**src/design/rbtz_pkg.sv**
```systemverilog
// shared types, constants and helper functions for the rtc time zone adjust block
package rbtz_pkg;

  localparam logic signed [5:0] ZONE_RESET = -6'sd3;
  localparam logic signed [5:0] ZONE_MIN   = -6'sd23;
  localparam logic signed [5:0] ZONE_MAX   = 6'sd23;
  localparam logic [11:0]       YEAR_BASE  = 12'd2000;
  localparam logic [7:0]        HOURS_DAY  = 8'd24;
  localparam logic [7:0]        SEC_MAX    = 8'd59;
  localparam logic [7:0]        HOUR_MAX   = 8'd23;
  localparam logic [7:0]        MONTHS     = 8'd12;

  typedef struct packed {
    logic [7:0] sec;
    logic [7:0] min;
    logic [7:0] hr;
    logic [7:0] day;
    logic [7:0] mon;
    logic [7:0] yv;
    logic       ok;
  } rbtz_decoded_t;

  typedef struct packed {
    logic [7:0]  sec;
    logic [7:0]  min;
    logic [7:0]  hr;
    logic [7:0]  day;
    logic [7:0]  mon;
    logic [11:0] year;
    logic        invalid;
  } rbtz_result_t;

  function automatic logic [7:0] bcd_value(input logic [7:0] b);
    logic [7:0] hi;
    hi = {4'b0000, b[7:4]};
    return (hi << 3) + (hi << 1) + {4'b0000, b[3:0]};
  endfunction

  function automatic logic bcd_ok(input logic [7:0] b);
    return (b[7:4] <= 4'd9) && (b[3:0] <= 4'd9);
  endfunction

  // month must lie in 1..12
  function automatic logic [4:0] month_days(input logic [3:0] m, input logic leap);
    logic [4:0] d;
    case (m) inside
      4'd4, 4'd6, 4'd9, 4'd11: d = 5'd30;
      4'd2:                    d = leap ? 5'd29 : 5'd28;
      default:                 d = 5'd31;
    endcase
    return d;
  endfunction

endpackage

```
**src/design/rbtz_decode.sv**
```systemverilog
// bcd decode and calendar range check of one clock snapshot
module rbtz_decode
  import rbtz_pkg::*;
(
  input  logic [7:0]    bcd_seconds,
  input  logic [7:0]    bcd_minutes,
  input  logic [7:0]    bcd_hours,
  input  logic [7:0]    bcd_day,
  input  logic [7:0]    bcd_month,
  input  logic [7:0]    bcd_year,
  output rbtz_decoded_t dec
);

  logic       digits_ok;
  logic       leap;
  logic [4:0] len;

  always_comb begin
    dec.sec = bcd_value(bcd_seconds);
    dec.min = bcd_value(bcd_minutes);
    dec.hr  = bcd_value(bcd_hours);
    dec.day = bcd_value(bcd_day);
    dec.mon = bcd_value(bcd_month);
    dec.yv  = bcd_value(bcd_year);

    digits_ok = bcd_ok(bcd_seconds) && bcd_ok(bcd_minutes) && bcd_ok(bcd_hours) &&
                bcd_ok(bcd_day) && bcd_ok(bcd_month) && bcd_ok(bcd_year);
    // valid years are 2000..2099, where every fourth year is leap
    leap = (dec.yv[1:0] == 2'b00);
    len  = month_days(dec.mon[3:0], leap);

    dec.ok = digits_ok;
    if (dec.sec > SEC_MAX || dec.min > SEC_MAX || dec.hr > HOUR_MAX) begin
      dec.ok = 1'b0;
    end
    if (dec.mon < 8'd1 || dec.mon > MONTHS) begin
      dec.ok = 1'b0;
    end else if (dec.day < 8'd1 || dec.day > {3'b000, len}) begin
      dec.ok = 1'b0;
    end
  end

endmodule

```
**src/design/rbtz_adjust.sv**
```systemverilog
// zone offset, hour wrap and day, month, year rollover
module rbtz_adjust
  import rbtz_pkg::*;
(
  input  rbtz_decoded_t     dec,
  input  logic signed [5:0] zone,
  output rbtz_result_t      res
);

  logic signed [5:0] off;
  logic [7:0]        h_sum;
  logic [7:0]        day_adj;
  logic [11:0]       year;
  logic              leap;
  logic [4:0]        cur_len;
  logic [3:0]        prev_mon;
  logic [11:0]       prev_year;
  logic [4:0]        prev_len;

  always_comb begin
    if (zone < ZONE_MIN) begin
      off = ZONE_MIN;
    end else if (zone > ZONE_MAX) begin
      off = ZONE_MAX;
    end else begin
      off = zone;
    end

    year  = YEAR_BASE + {4'b0000, dec.yv};
    leap  = (dec.yv[1:0] == 2'b00);
    h_sum = {3'b000, dec.hr[4:0]} + {{2{off[5]}}, off};

    res.sec     = dec.sec;
    res.min     = dec.min;
    res.hr      = dec.hr;
    res.day     = dec.day;
    res.mon     = dec.mon;
    res.year    = year;
    res.invalid = ~dec.ok;

    day_adj = dec.day;
    if ($signed(h_sum) >= $signed(HOURS_DAY)) begin
      day_adj = dec.day + 8'd1;
      h_sum   = h_sum - HOURS_DAY;
    end else if (h_sum[7]) begin
      day_adj = dec.day - 8'd1;
      h_sum   = h_sum + HOURS_DAY;
    end

    cur_len = month_days(dec.mon[3:0], leap);
    if (dec.mon[3:0] == 4'd1) begin
      prev_mon  = 4'd12;
      prev_year = year - 12'd1;
    end else begin
      prev_mon  = dec.mon[3:0] - 4'd1;
      prev_year = year;
    end
    prev_len = month_days(prev_mon, leap);

    if (dec.ok) begin
      res.hr = h_sum;
      if (day_adj > {3'b000, cur_len}) begin
        res.day = 8'd1;
        if (dec.mon == MONTHS) begin
          res.mon  = 8'd1;
          res.year = year + 12'd1;
        end else begin
          res.mon = dec.mon + 8'd1;
        end
      end else if (day_adj == 8'd0) begin
        res.day  = {3'b000, prev_len};
        res.mon  = {4'b0000, prev_mon};
        res.year = prev_year;
      end else begin
        res.day = day_adj;
      end
    end
  end

endmodule

```
**src/design/rtc_bcd_time_zone_adjust.sv**
```systemverilog
// top level: rtc bcd snapshot to local date and time with zone offset
// Each transfer carries six raw BCD clock bytes; the result holds the decoded
// seconds and minutes, the local hour after the signed zone offset, and the
// local day, month and full year after Gregorian rollover. An invalid snapshot
// passes through decoded but unadjusted with date_invalid set. The block is an
// input register, one pass of decode and adjust logic, and a result register:
// one item per cycle sustained while out_stall is low. The zone offset
// (reset -3, clamped to -23..23) is written through cfg_we and cfg_data; the
// user must do so only while no item is in flight; the block does not enforce it.
module rtc_bcd_time_zone_adjust
  import rbtz_pkg::*;
(
  input  logic              clk,
  input  logic              rst,
  input  logic              cfg_we,
  input  logic signed [5:0] cfg_data,
  input  logic              in_valid,
  output logic              in_stall,
  input  logic [7:0]        bcd_seconds,
  input  logic [7:0]        bcd_minutes,
  input  logic [7:0]        bcd_hours,
  input  logic [7:0]        bcd_day,
  input  logic [7:0]        bcd_month,
  input  logic [7:0]        bcd_year,
  output logic              out_valid,
  input  logic              out_stall,
  output logic [7:0]        out_seconds,
  output logic [7:0]        out_minutes,
  output logic [7:0]        out_hours,
  output logic [7:0]        out_day,
  output logic [7:0]        out_month,
  output logic [11:0]       out_year,
  output logic              date_invalid
);

  logic signed [5:0] zone;
  logic              s1_valid;
  logic [7:0]        s1_sec;
  logic [7:0]        s1_min;
  logic [7:0]        s1_hr;
  logic [7:0]        s1_day;
  logic [7:0]        s1_mon;
  logic [7:0]        s1_yr;
  logic              out_load;
  logic              s1_load;
  rbtz_decoded_t     dec;
  rbtz_result_t      res;
  rbtz_result_t      out_reg;

  assign out_load = s1_valid && (!out_valid || !out_stall);
  assign in_stall = s1_valid && !out_load;
  assign s1_load  = in_valid && !in_stall;

  always_ff @(posedge clk) begin
    if (rst) begin
      zone <= ZONE_RESET;
    end else if (cfg_we) begin
      zone <= cfg_data;
    end
  end

  always_ff @(posedge clk) begin
    if (rst) begin
      s1_valid <= 1'b0;
    end else if (s1_load) begin
      s1_valid <= 1'b1;
    end else if (out_load) begin
      s1_valid <= 1'b0;
    end
  end

  always_ff @(posedge clk) begin
    if (s1_load) begin
      s1_sec <= bcd_seconds;
      s1_min <= bcd_minutes;
      s1_hr  <= bcd_hours;
      s1_day <= bcd_day;
      s1_mon <= bcd_month;
      s1_yr  <= bcd_year;
    end
  end

  rbtz_decode u_decode (
    .bcd_seconds (s1_sec),
    .bcd_minutes (s1_min),
    .bcd_hours   (s1_hr),
    .bcd_day     (s1_day),
    .bcd_month   (s1_mon),
    .bcd_year    (s1_yr),
    .dec         (dec)
  );

  rbtz_adjust u_adjust (
    .dec  (dec),
    .zone (zone),
    .res  (res)
  );

  always_ff @(posedge clk) begin
    if (rst) begin
      out_valid <= 1'b0;
    end else if (out_load) begin
      out_valid <= 1'b1;
    end else if (!out_stall) begin
      out_valid <= 1'b0;
    end
  end

  always_ff @(posedge clk) begin
    if (out_load) begin
      out_reg <= res;
    end
  end

  assign out_seconds  = out_reg.sec;
  assign out_minutes  = out_reg.min;
  assign out_hours    = out_reg.hr;
  assign out_day      = out_reg.day;
  assign out_month    = out_reg.mon;
  assign out_year     = out_reg.year;
  assign date_invalid = out_reg.invalid;

endmodule

```
**config.mk**
```make
export PLATFORM = sky130hd
export DESIGN_NAME = rtc_bcd_time_zone_adjust
export DESIGN_NICKNAME = d
export VERILOG_FILES = /design/src/design/rbtz_pkg.sv /design/src/design/rbtz_decode.sv /design/src/design/rbtz_adjust.sv /design/src/design/rtc_bcd_time_zone_adjust.sv
export SDC_FILE = /design/constraint.sdc
export NUM_CORES = 1
export LEC_CHECK = 0
export ABC_AREA = 1
export BUFFER_PORTS_ARGS = -buffer_cell sky130_fd_sc_hd__buf_2
export CORE_ASPECT_RATIO = 1.25
export CORE_UTILIZATION = 45
export DETAILED_ROUTE_END_ITERATION = 6
export MAX_ROUTING_LAYER = met4
export PLACE_DENSITY = 0.66
export SYNTH_ARGS = -nofsm -noshare
export SYNTH_HDL_FRONTEND = slang
export SYNTH_HIERARCHICAL = 1
export SYNTH_SLANG_ARGS = --single-unit
```
**constraint.sdc**
```tcl
create_clock -name clk -period 5.6 [get_ports clk]
set_input_delay 0.28 -clock clk [delete_from_list [all_inputs] [get_ports clk]]
set_output_delay 0.28 -clock clk [all_outputs]
set_load 0.1 [all_outputs]
```
Yosys cells after proc, flatten, opt, wreduce, memory -nomap -nowiden --
Cells that the tools add are included.
Word-level totals: register bits 109, input port bits 59, output and inout port bits 55, word-level logic and storage cells 129
Operators by class: add/subtract/negate cells 22, order comparisons 23, equality and inequality tests 13, multiplexer cells 26, bitwise operators 1, reductions and logical operators 28
Operators by type and width (count):
- $add 7x5->8 | 6
- $add 8x4->8 | 6
- $le 4x4->1 const B | 12
- $mux 8 | 6
- $mux 36 | 1
- $mux 28 | 1
- $mux 12 | 2
- $mux 20 | 1
- $mux 5 | 4
- $add 8x1->8 const B | 2
- $eq 4x3->1 const B | 4
- $eq 4x4->1 const B | 4
- $gt 8x5->1 | 2
- $gt 8x6->1 const B | 2
- $lt 8x1->1 const B | 2
- $logic_and 1x1->1 | 14
- $add 11x8->12 const A | 1
- $add 12x1->12 const B | 1
- $mux 6 | 2
- $sub 12x1->12 const B | 1
- $add 8x5->8 const B | 1
- $eq 4x2->1 const B | 2
- $eq 8x4->1 const B | 1
- $ge 8x6->1 const B | 1
- other kinds (19) | 34

Longest topological paths before layout --
Gate-level depths: netlist of the first run.
word-level depth 11, gate-level depth with buffers 33, mapped depth without buffers 33

By module --
Netlist of the first run, hierarchy kept.
Modules (own cells, without submodules):
- rtc_bcd_time_zone_adjust | times used 1, cells each 139, area each 3320.7 um^2, seq. area each 3193.1 um^2
- rbtz_adjust | times used 1, cells each 518, area each 2788.9 um^2, seq. area each 0.0 um^2
- rbtz_decode | times used 1, cells each 311, area each 1958.1 um^2, seq. area each 0.0 um^2

Least setup slack after synthesis of the first run --
Ideal clock, no wire load.
path kind register -> register, start point register s1_hr[3], end point register out_reg (netlist bit out_year[9]), data pin, arrival time 4103 ps, required time 5348 ps, slack 1245 ps, stages on the path, launching flop included 28, path buffers 1, cells stage by stage edfxtp_1 > inv_1 > fa_1 > inv_1 > fa_1 > or2_1 > and2_1 > ha_1 > a21oi_1 > nand4_2 > nand2_4 > nand2_8 > nand2_8 > nand2_1 > nand2_2 > inv_1 > ha_1 > inv_1 > nor2_1 > o21ai_0 > nor2_1 > nand2_1 > nand2_4 > buf_4 > o211ai_1 > nand2_1 > nand2_1 > nand2_1
RTL lines:
- start: declaration | RTL line rtc_bcd_time_zone_adjust.sv:40 | logic [7:0] s1_hr;
- start signal: assignment | RTL line rtc_bcd_time_zone_adjust.sv:76 | s1_hr <= bcd_hours;
- end signal: assignment | RTL line rtc_bcd_time_zone_adjust.sv:111 | out_reg <= res;
- end: declaration | RTL line rtc_bcd_time_zone_adjust.sv:48 | rbtz_result_t out_reg;

==> flow_summary.yaml, run 1 <==
outcome:
  status: "finished, final reports clean"
floorplan:
  die-height_um: 152
  dieArea_um2: 18500
  ioPinCount: 114
  die_x_um: 122
  start_util: 0.461
  num_rows: 54
  fp.coreArea_um2: 17500
sta:
  setup_ws_ns: 0.737
  maxSlewViolCount: 0
  period_share: 0.868
  period_needed_ns: 4.86
  setup-tns-final_ns: 0
  hold_violations: 0
  rsz0062_at_grt: "false"
  tightest_slew_ns: 1.01
  relSlewSlack: 0.328
  fin_worst_skew_ns: 0.00821
  setup_viol: 0
  max_freq_mhz: 206
routing:
  first_pass_iters: 5
  drt_iter0_markers: 450
  wire_per_inst_um: 13.7
  drc: 0
  drt-vias-per-instance: 5.11
  drtAntennaViolNets: 0
  routed_wl_um: 17500
  vias: 6549
logic_synthesis:
  seq_area_frac_synth: 0.396
  synth_enable_flop_cells: 101
  syn_avg_cell_area_um2: 8.33
  synth_cell_type_count: 52
  yosysTopAreaCellShare: 0.376
  synth_nets: 1108
  synth-warning-count: 6
  synth_compound_area_frac: 0.0769
  yosys.area_share.simple: 0.259
  synth_common_cells: "230 x nand2_1, 128 x inv_1, 101 x edfxtp_1"
  syn_inst: 968
  yosys.area.top_type: "edfxtp_1"
  synthMostInstantiatedCell: "nand2_1"
  ys_ff_latch: 109
  muxShareOfSynthArea: 0
  synth_top_family_by_area: "simple AND/OR/NAND/NOR gates"
  syn-cell-area_um2: 8070
  synth_area_leaders: "edfxtp_1 38%, nand2_1 11%, ha_1 11%"
  synthAdderAreaFrac: 0.138
  synthArstFlopShare: 0
  synth_xor_area_frac: 0.0315
  ys.flop_type: "edfxtp_1"
cts:
  post_cts_buffers: 0
  post_cts_resized: 0
  cts_tree: "built"
  numCtsBuffers: 9
  hold_buffers: 0
  cts.sinks: 109
  cts.clk_slew.worst_paths_ns: 0.08
  cts-root-buf: "clkbuf_16"
  clockBufferDepth: 2
  htree_num_levels: 3
  clk_latency_ns: 0.36
placed_design:
  dp_slack_ns: 0.765
  dp_hpwl_um: 13500
  port_buffers: 113
  post_dp_cell_area_um2: 8690
  gp_congestion: 0.904
worst_setup_path:
  r2r_cells: 28
  slowest_stage: "fa_1"
  crit_end: "out_year[7]$_DFFE_PP_"
  critPathMaxStageDelay_ns: 0.48
  r2r-end: "out_year[7]$_DFFE_PP_"
  setup.worst_path.start_class: "flop"
  cp_common_cell: "nand2_1"
  path_class: "reg2reg"
  r2r_slack_ns: 0.74
  crit_start: "s1_hr[6]$_DFFE_PP_"
  endpoint_kind: "flop"
  crit_fanout: 17
  r2r_start: "s1_hr[6]$_DFFE_PP_"
  worstPathRequired_ns: 5.72
  arrival_ns: 4.99
global_routing:
  grt_pass1_vias: 6198
  antenna_found_initial: 0
  grt_first_pass_wirelength_um: 28900
  grt.total_usage: 0.207
  grt_start_max_net_pins: 54
  overflow: 0
power_and_ir_drop:
  ir_worst_vdd_mv: 0.207
  p_leak_nw: 4.31
  power.density_nw_per_um2: 339
final_layout:
  layout-drive-gt1-share: 0.170
  final_nets: 1193
  fin_area_um2: 9000
  final_util: 0.514
  area_growth_pct: 11.6
  n_antenna_cell: 0
min_path:
  min_path_type: "in2reg"
run:
  maxCapViolations: 0
-- power breakdown --
group | switching [mW] | internal [mW] | total (mW)
Sequential | 0.0266 | 0.969 | 0.995
Clock | 0.310 | 0.359 | 0.669
Combinational | 0.994 | 0.391 | 1.39
-- per-layer routing --
layer  vias to the layer above  share of wire  GRT usage
li1                       3361              -          -
met1                      3002           0.43      0.242
met5                         -              0          -
met4                         0          0.022     0.0691
met2                       159           0.51      0.361
met3                        27          0.040     0.0296
-- cells by family after synthesis --
family,after synthesis
and+or+nand+nor,456
buffers and inverters,182
AOI/OAI and AO/OA,111
DFF,109
adders and majority gates,81
xor gates and xnor gates,29
-- critical path: cells and delay by family (launching register included) --
family                     cells  cell delay (ns)
and+or+nand+nor               16             1.79
adders and majority gates      4             1.58
buffers and inverters          6             0.48
AOI/OAI and AO/OA              2             0.39
DFF                            1             0.38
-- cell type report --
| type | count | area [µm²] |
|---|---|---|
| multi-input cells | 677 | 4080 |
| repair buffers | 116 | 601 |
| clock buffers | 9 | 225 |
| inverters | 140 | 528 |
| flip-flops and latches | 109 | 3190 |
| fillers | 1683 | 8500 |
| clock inverters | 7 | 88.8 |
| well taps | 224 | 280 |
-- worst min path at each step --
stage                                    end                start  cells after the start  slack [ns]
global placement    out_seconds[0]$_DFFE_PP_  s1_sec[0]$_DFFE_PP_                      0        0.40
floorplan             out_valid$_SDFFE_PP0P_                  rst                      1        0.35
finish                   s1_min[4]$_DFFE_PP_       bcd_minutes[4]                      1        0.09
detailed placement  out_seconds[0]$_DFFE_PP_  s1_sec[0]$_DFFE_PP_                      0        0.41
global route             s1_sec[1]$_DFFE_PP_       bcd_seconds[1]                      1        0.07
CTS                      s1_min[3]$_DFFE_PP_       bcd_minutes[3]                      1        0.08
-- placed cells by master (no fill, tap or decap), types with 4 or more instances in the layout --
| cell type | count |
|---|---|
| o21ai_0 | 48 |
| xnor2_1 | 7 |
| nand2_4 | 5 |
| inv_1 | 127 |
| buf_2 | 113 |
| nand2_1 | 230 |
| o211ai_1 | 4 |
| dfxtp_1 | 8 |
| nand4_1 | 13 |
| nand3_1 | 85 |
| inv_2 | 11 |
| clkbuf_16 | 9 |
| nor3_1 | 12 |
| ha_1 | 68 |
| edfxtp_1 | 101 |
| nor2_1 | 67 |
| nand3b_1 | 7 |
| a21oi_1 | 33 |
| o21ai_1 | 6 |
| nand2_2 | 13 |
| fa_1 | 13 |
| xor2_1 | 22 |
-- metrics by stage --
stage                     std cells  power [mW]  hold WS, ns
final                          1282        3.05       0.0936
after detailed placement       1266        2.39        0.406
after global placement         1266        2.37        0.402
after floorplan                 968        2.17        0.349
after CTS                      1282        3.06       0.0774
after global routing           1282        3.26       0.0744
-- sequential cells by signal, summed over array words and instances, names as in the netlist, 6 cells and up --
signal and count:
out_month 8, s1_mon 8, out_year 12, out_seconds 8, s1_sec 8, s1_day 8
out_day 8, s1_hr 8, out_hours 8, out_minutes 8, zone 6, s1_min 8
s1_yr 8
Note: power is estimated with default switching activity, not from simulation.
==> inputs of run 2 (changes only) <==
Settings changed: CORE_MARGIN from default to 2.
==> run 2 against run 1 <==
Against the previous run:
- clock skew increased by 0.00061 ns
- register-to-register slack got worse by 0.09 ns
- core utilization is essentially flat
- critical path depth is 3 higher
- critical path type unchanged
- highest routed layer unchanged
- combinational power is essentially flat
==> flow_summary.yaml, run 2 (synthesized netlist as in run 1, its figures left out) <==
worst_setup_path:
  worstPathRequired_ns: 5.72
  r2r_slack_ns: 0.65
  r2r_cells: 31
  endpoint_kind: "flop"
  r2r_start: "s1_hr[3]$_DFFE_PP_"
  arrival_ns: 5.08
  r2r-end: "out_year[7]$_DFFE_PP_"
  setup.worst_path.start_class: "flop"
  cp_common_cell: "nand2_1"
  critPathMaxStageDelay_ns: 0.52
  slowest_stage: "fa_1"
  crit_fanout: 17
  path_class: "reg2reg"
final_layout:
  multi_input_area_um2: 4080
  n_fill_cell: 1675
  layout-drive-gt1-share: 0.171
  largest_register_ffs: 12
  final_util: 0.515
  final_cells: 1283
  n_antenna_cell: 0
  area_growth_pct: 11.6
  layout_commonest_cell: "nand2_1"
  regArea_um2: 3190
  fin_area_um2: 9010
  final_nets: 1194
  layout_common_cells: "230 x nand2_1, 127 x inv_1, 113 x buf_2"
sta:
  period_share: 0.884
  hold_violations: 0
  relSlewSlack: 0.321
  setup_viol: 0
  max_freq_mhz: 202
  fin_worst_skew_ns: 0.00882
  setup-tns-final_ns: 0
  maxSlewViolCount: 0
  rsz0062_at_grt: "false"
  period_needed_ns: 4.95
  tightest_slew_ns: 1.02
power_and_ir_drop:
  total_power_mw: 3.04
  ir_worst_vdd_mv: 0.169
  power.density_nw_per_um2: 338
  p_leak_nw: 4.32
routing:
  drtAntennaViolNets: 0
  wire_per_inst_um: 14.2
  first_pass_iters: 5
  routed_wl_um: 18200
  drt-vias-per-instance: 5.13
  drc: 0
  vias: 6579
  drt_iter0_markers: 489
outcome:
  status: "finished, final reports clean"
placed_design:
  dp_hpwl_um: 13900
  dp_cells: 1267
  gp_congestion: 0.936
  post_dp_cell_area_um2: 8690
  port_buffers: 113
cts:
  htree_num_levels: 3
  clk_latency_ns: 0.36
  cts_tree: "built"
  cts.clk_slew.worst_paths_ns: 0.08
  post_cts_buffers: 0
  hold_buffers: 0
  cts.sinks: 109
  clockBufferDepth: 2
  cts-root-buf: "clkbuf_16"
  numCtsBuffers: 9
  post_cts_resized: 0
min_path:
  hold_depth: 1
  min_from: "bcd_minutes[7]"
  min_path_type: "in2reg"
  min_to: "s1_min[7]$_DFFE_PP_"
floorplan:
  start_util: 0.461
  die-height_um: 154
  num_rows: 54
  fp.coreArea_um2: 17500
  ioPinCount: 114
  dieArea_um2: 19000
  die_x_um: 124
global_routing:
  grt.total_usage: 0.203
  overflow: 0
  grt_first_pass_wirelength_um: 29700
  grt_pass1_vias: 6337
  antenna_found_initial: 0
  grt_start_max_net_pins: 54
run:
  maxCapViolations: 0
## run 2: worst max-delay path, delay by kind of cell (launching register included)
kind / cells / cell delay [ns]
simple gates: 20 / 2.09
fa+ha+maj: 4 / 1.64
buf+inv: 6 / 0.50
flops: 1 / 0.34
compound gates: 1 / 0.14
## run 2: area by class of cell
class | instances | share of cell area
sequential | 109 | 0.354
multi-input combinational | 677 | 0.453
timing repair buffer | 117 | 0.0675
clock inverter | 7 | 0.00986
clock buffer | 9 | 0.0250
inverter | 140 | 0.0586
tap | 224 | 0.0311
## run 2: report_power, final
part	total, mW	internal, mW	switching, mW
Clock	0.646	0.322	0.324
Combinational	1.40	0.392	1.01
Sequential	0.996	0.969	0.0274
## run 2: per-layer routing
metal	GRT usage	vias to the layer above	wire [µm]
li1	-	3352	-
met1	0.244	3033	7750
met2	0.348	165	9230
met3	0.0312	29	834
met4	0.0606	0	344
met5	-	-	0
## run 2: through the flow
| stage | setup WS [ns] | hold slack (ns) |
|---|---|---|
| 3_3_place_gp | 0.873 | 0.401 |
| 3_5_place_dp | 0.733 | 0.424 |
| 5_1_grt | 0.252 | 0.0659 |
| 4_1_cts | 0.714 | 0.0751 |
| 6_report | 0.648 | 0.0881 |
| 2_1_floorplan | 1.25 | 0.349 |
## run 2: worst max-delay path by stage
stage               cells past startpoint                    end  slack, ns               start
CTS                                    31  out_year[7]$_DFFE_PP_       0.71  s1_hr[3]$_DFFE_PP_
global placement                       28  out_year[7]$_DFFE_PP_       0.87  s1_hr[3]$_DFFE_PP_
floorplan                              27  out_year[9]$_DFFE_PP_       1.25  s1_hr[3]$_DFFE_PP_
finish                                 31  out_year[7]$_DFFE_PP_       0.65  s1_hr[3]$_DFFE_PP_
detailed placement                     31  out_year[7]$_DFFE_PP_       0.73  s1_hr[3]$_DFFE_PP_
global route                           31  out_year[7]$_DFFE_PP_       0.25  s1_hr[3]$_DFFE_PP_
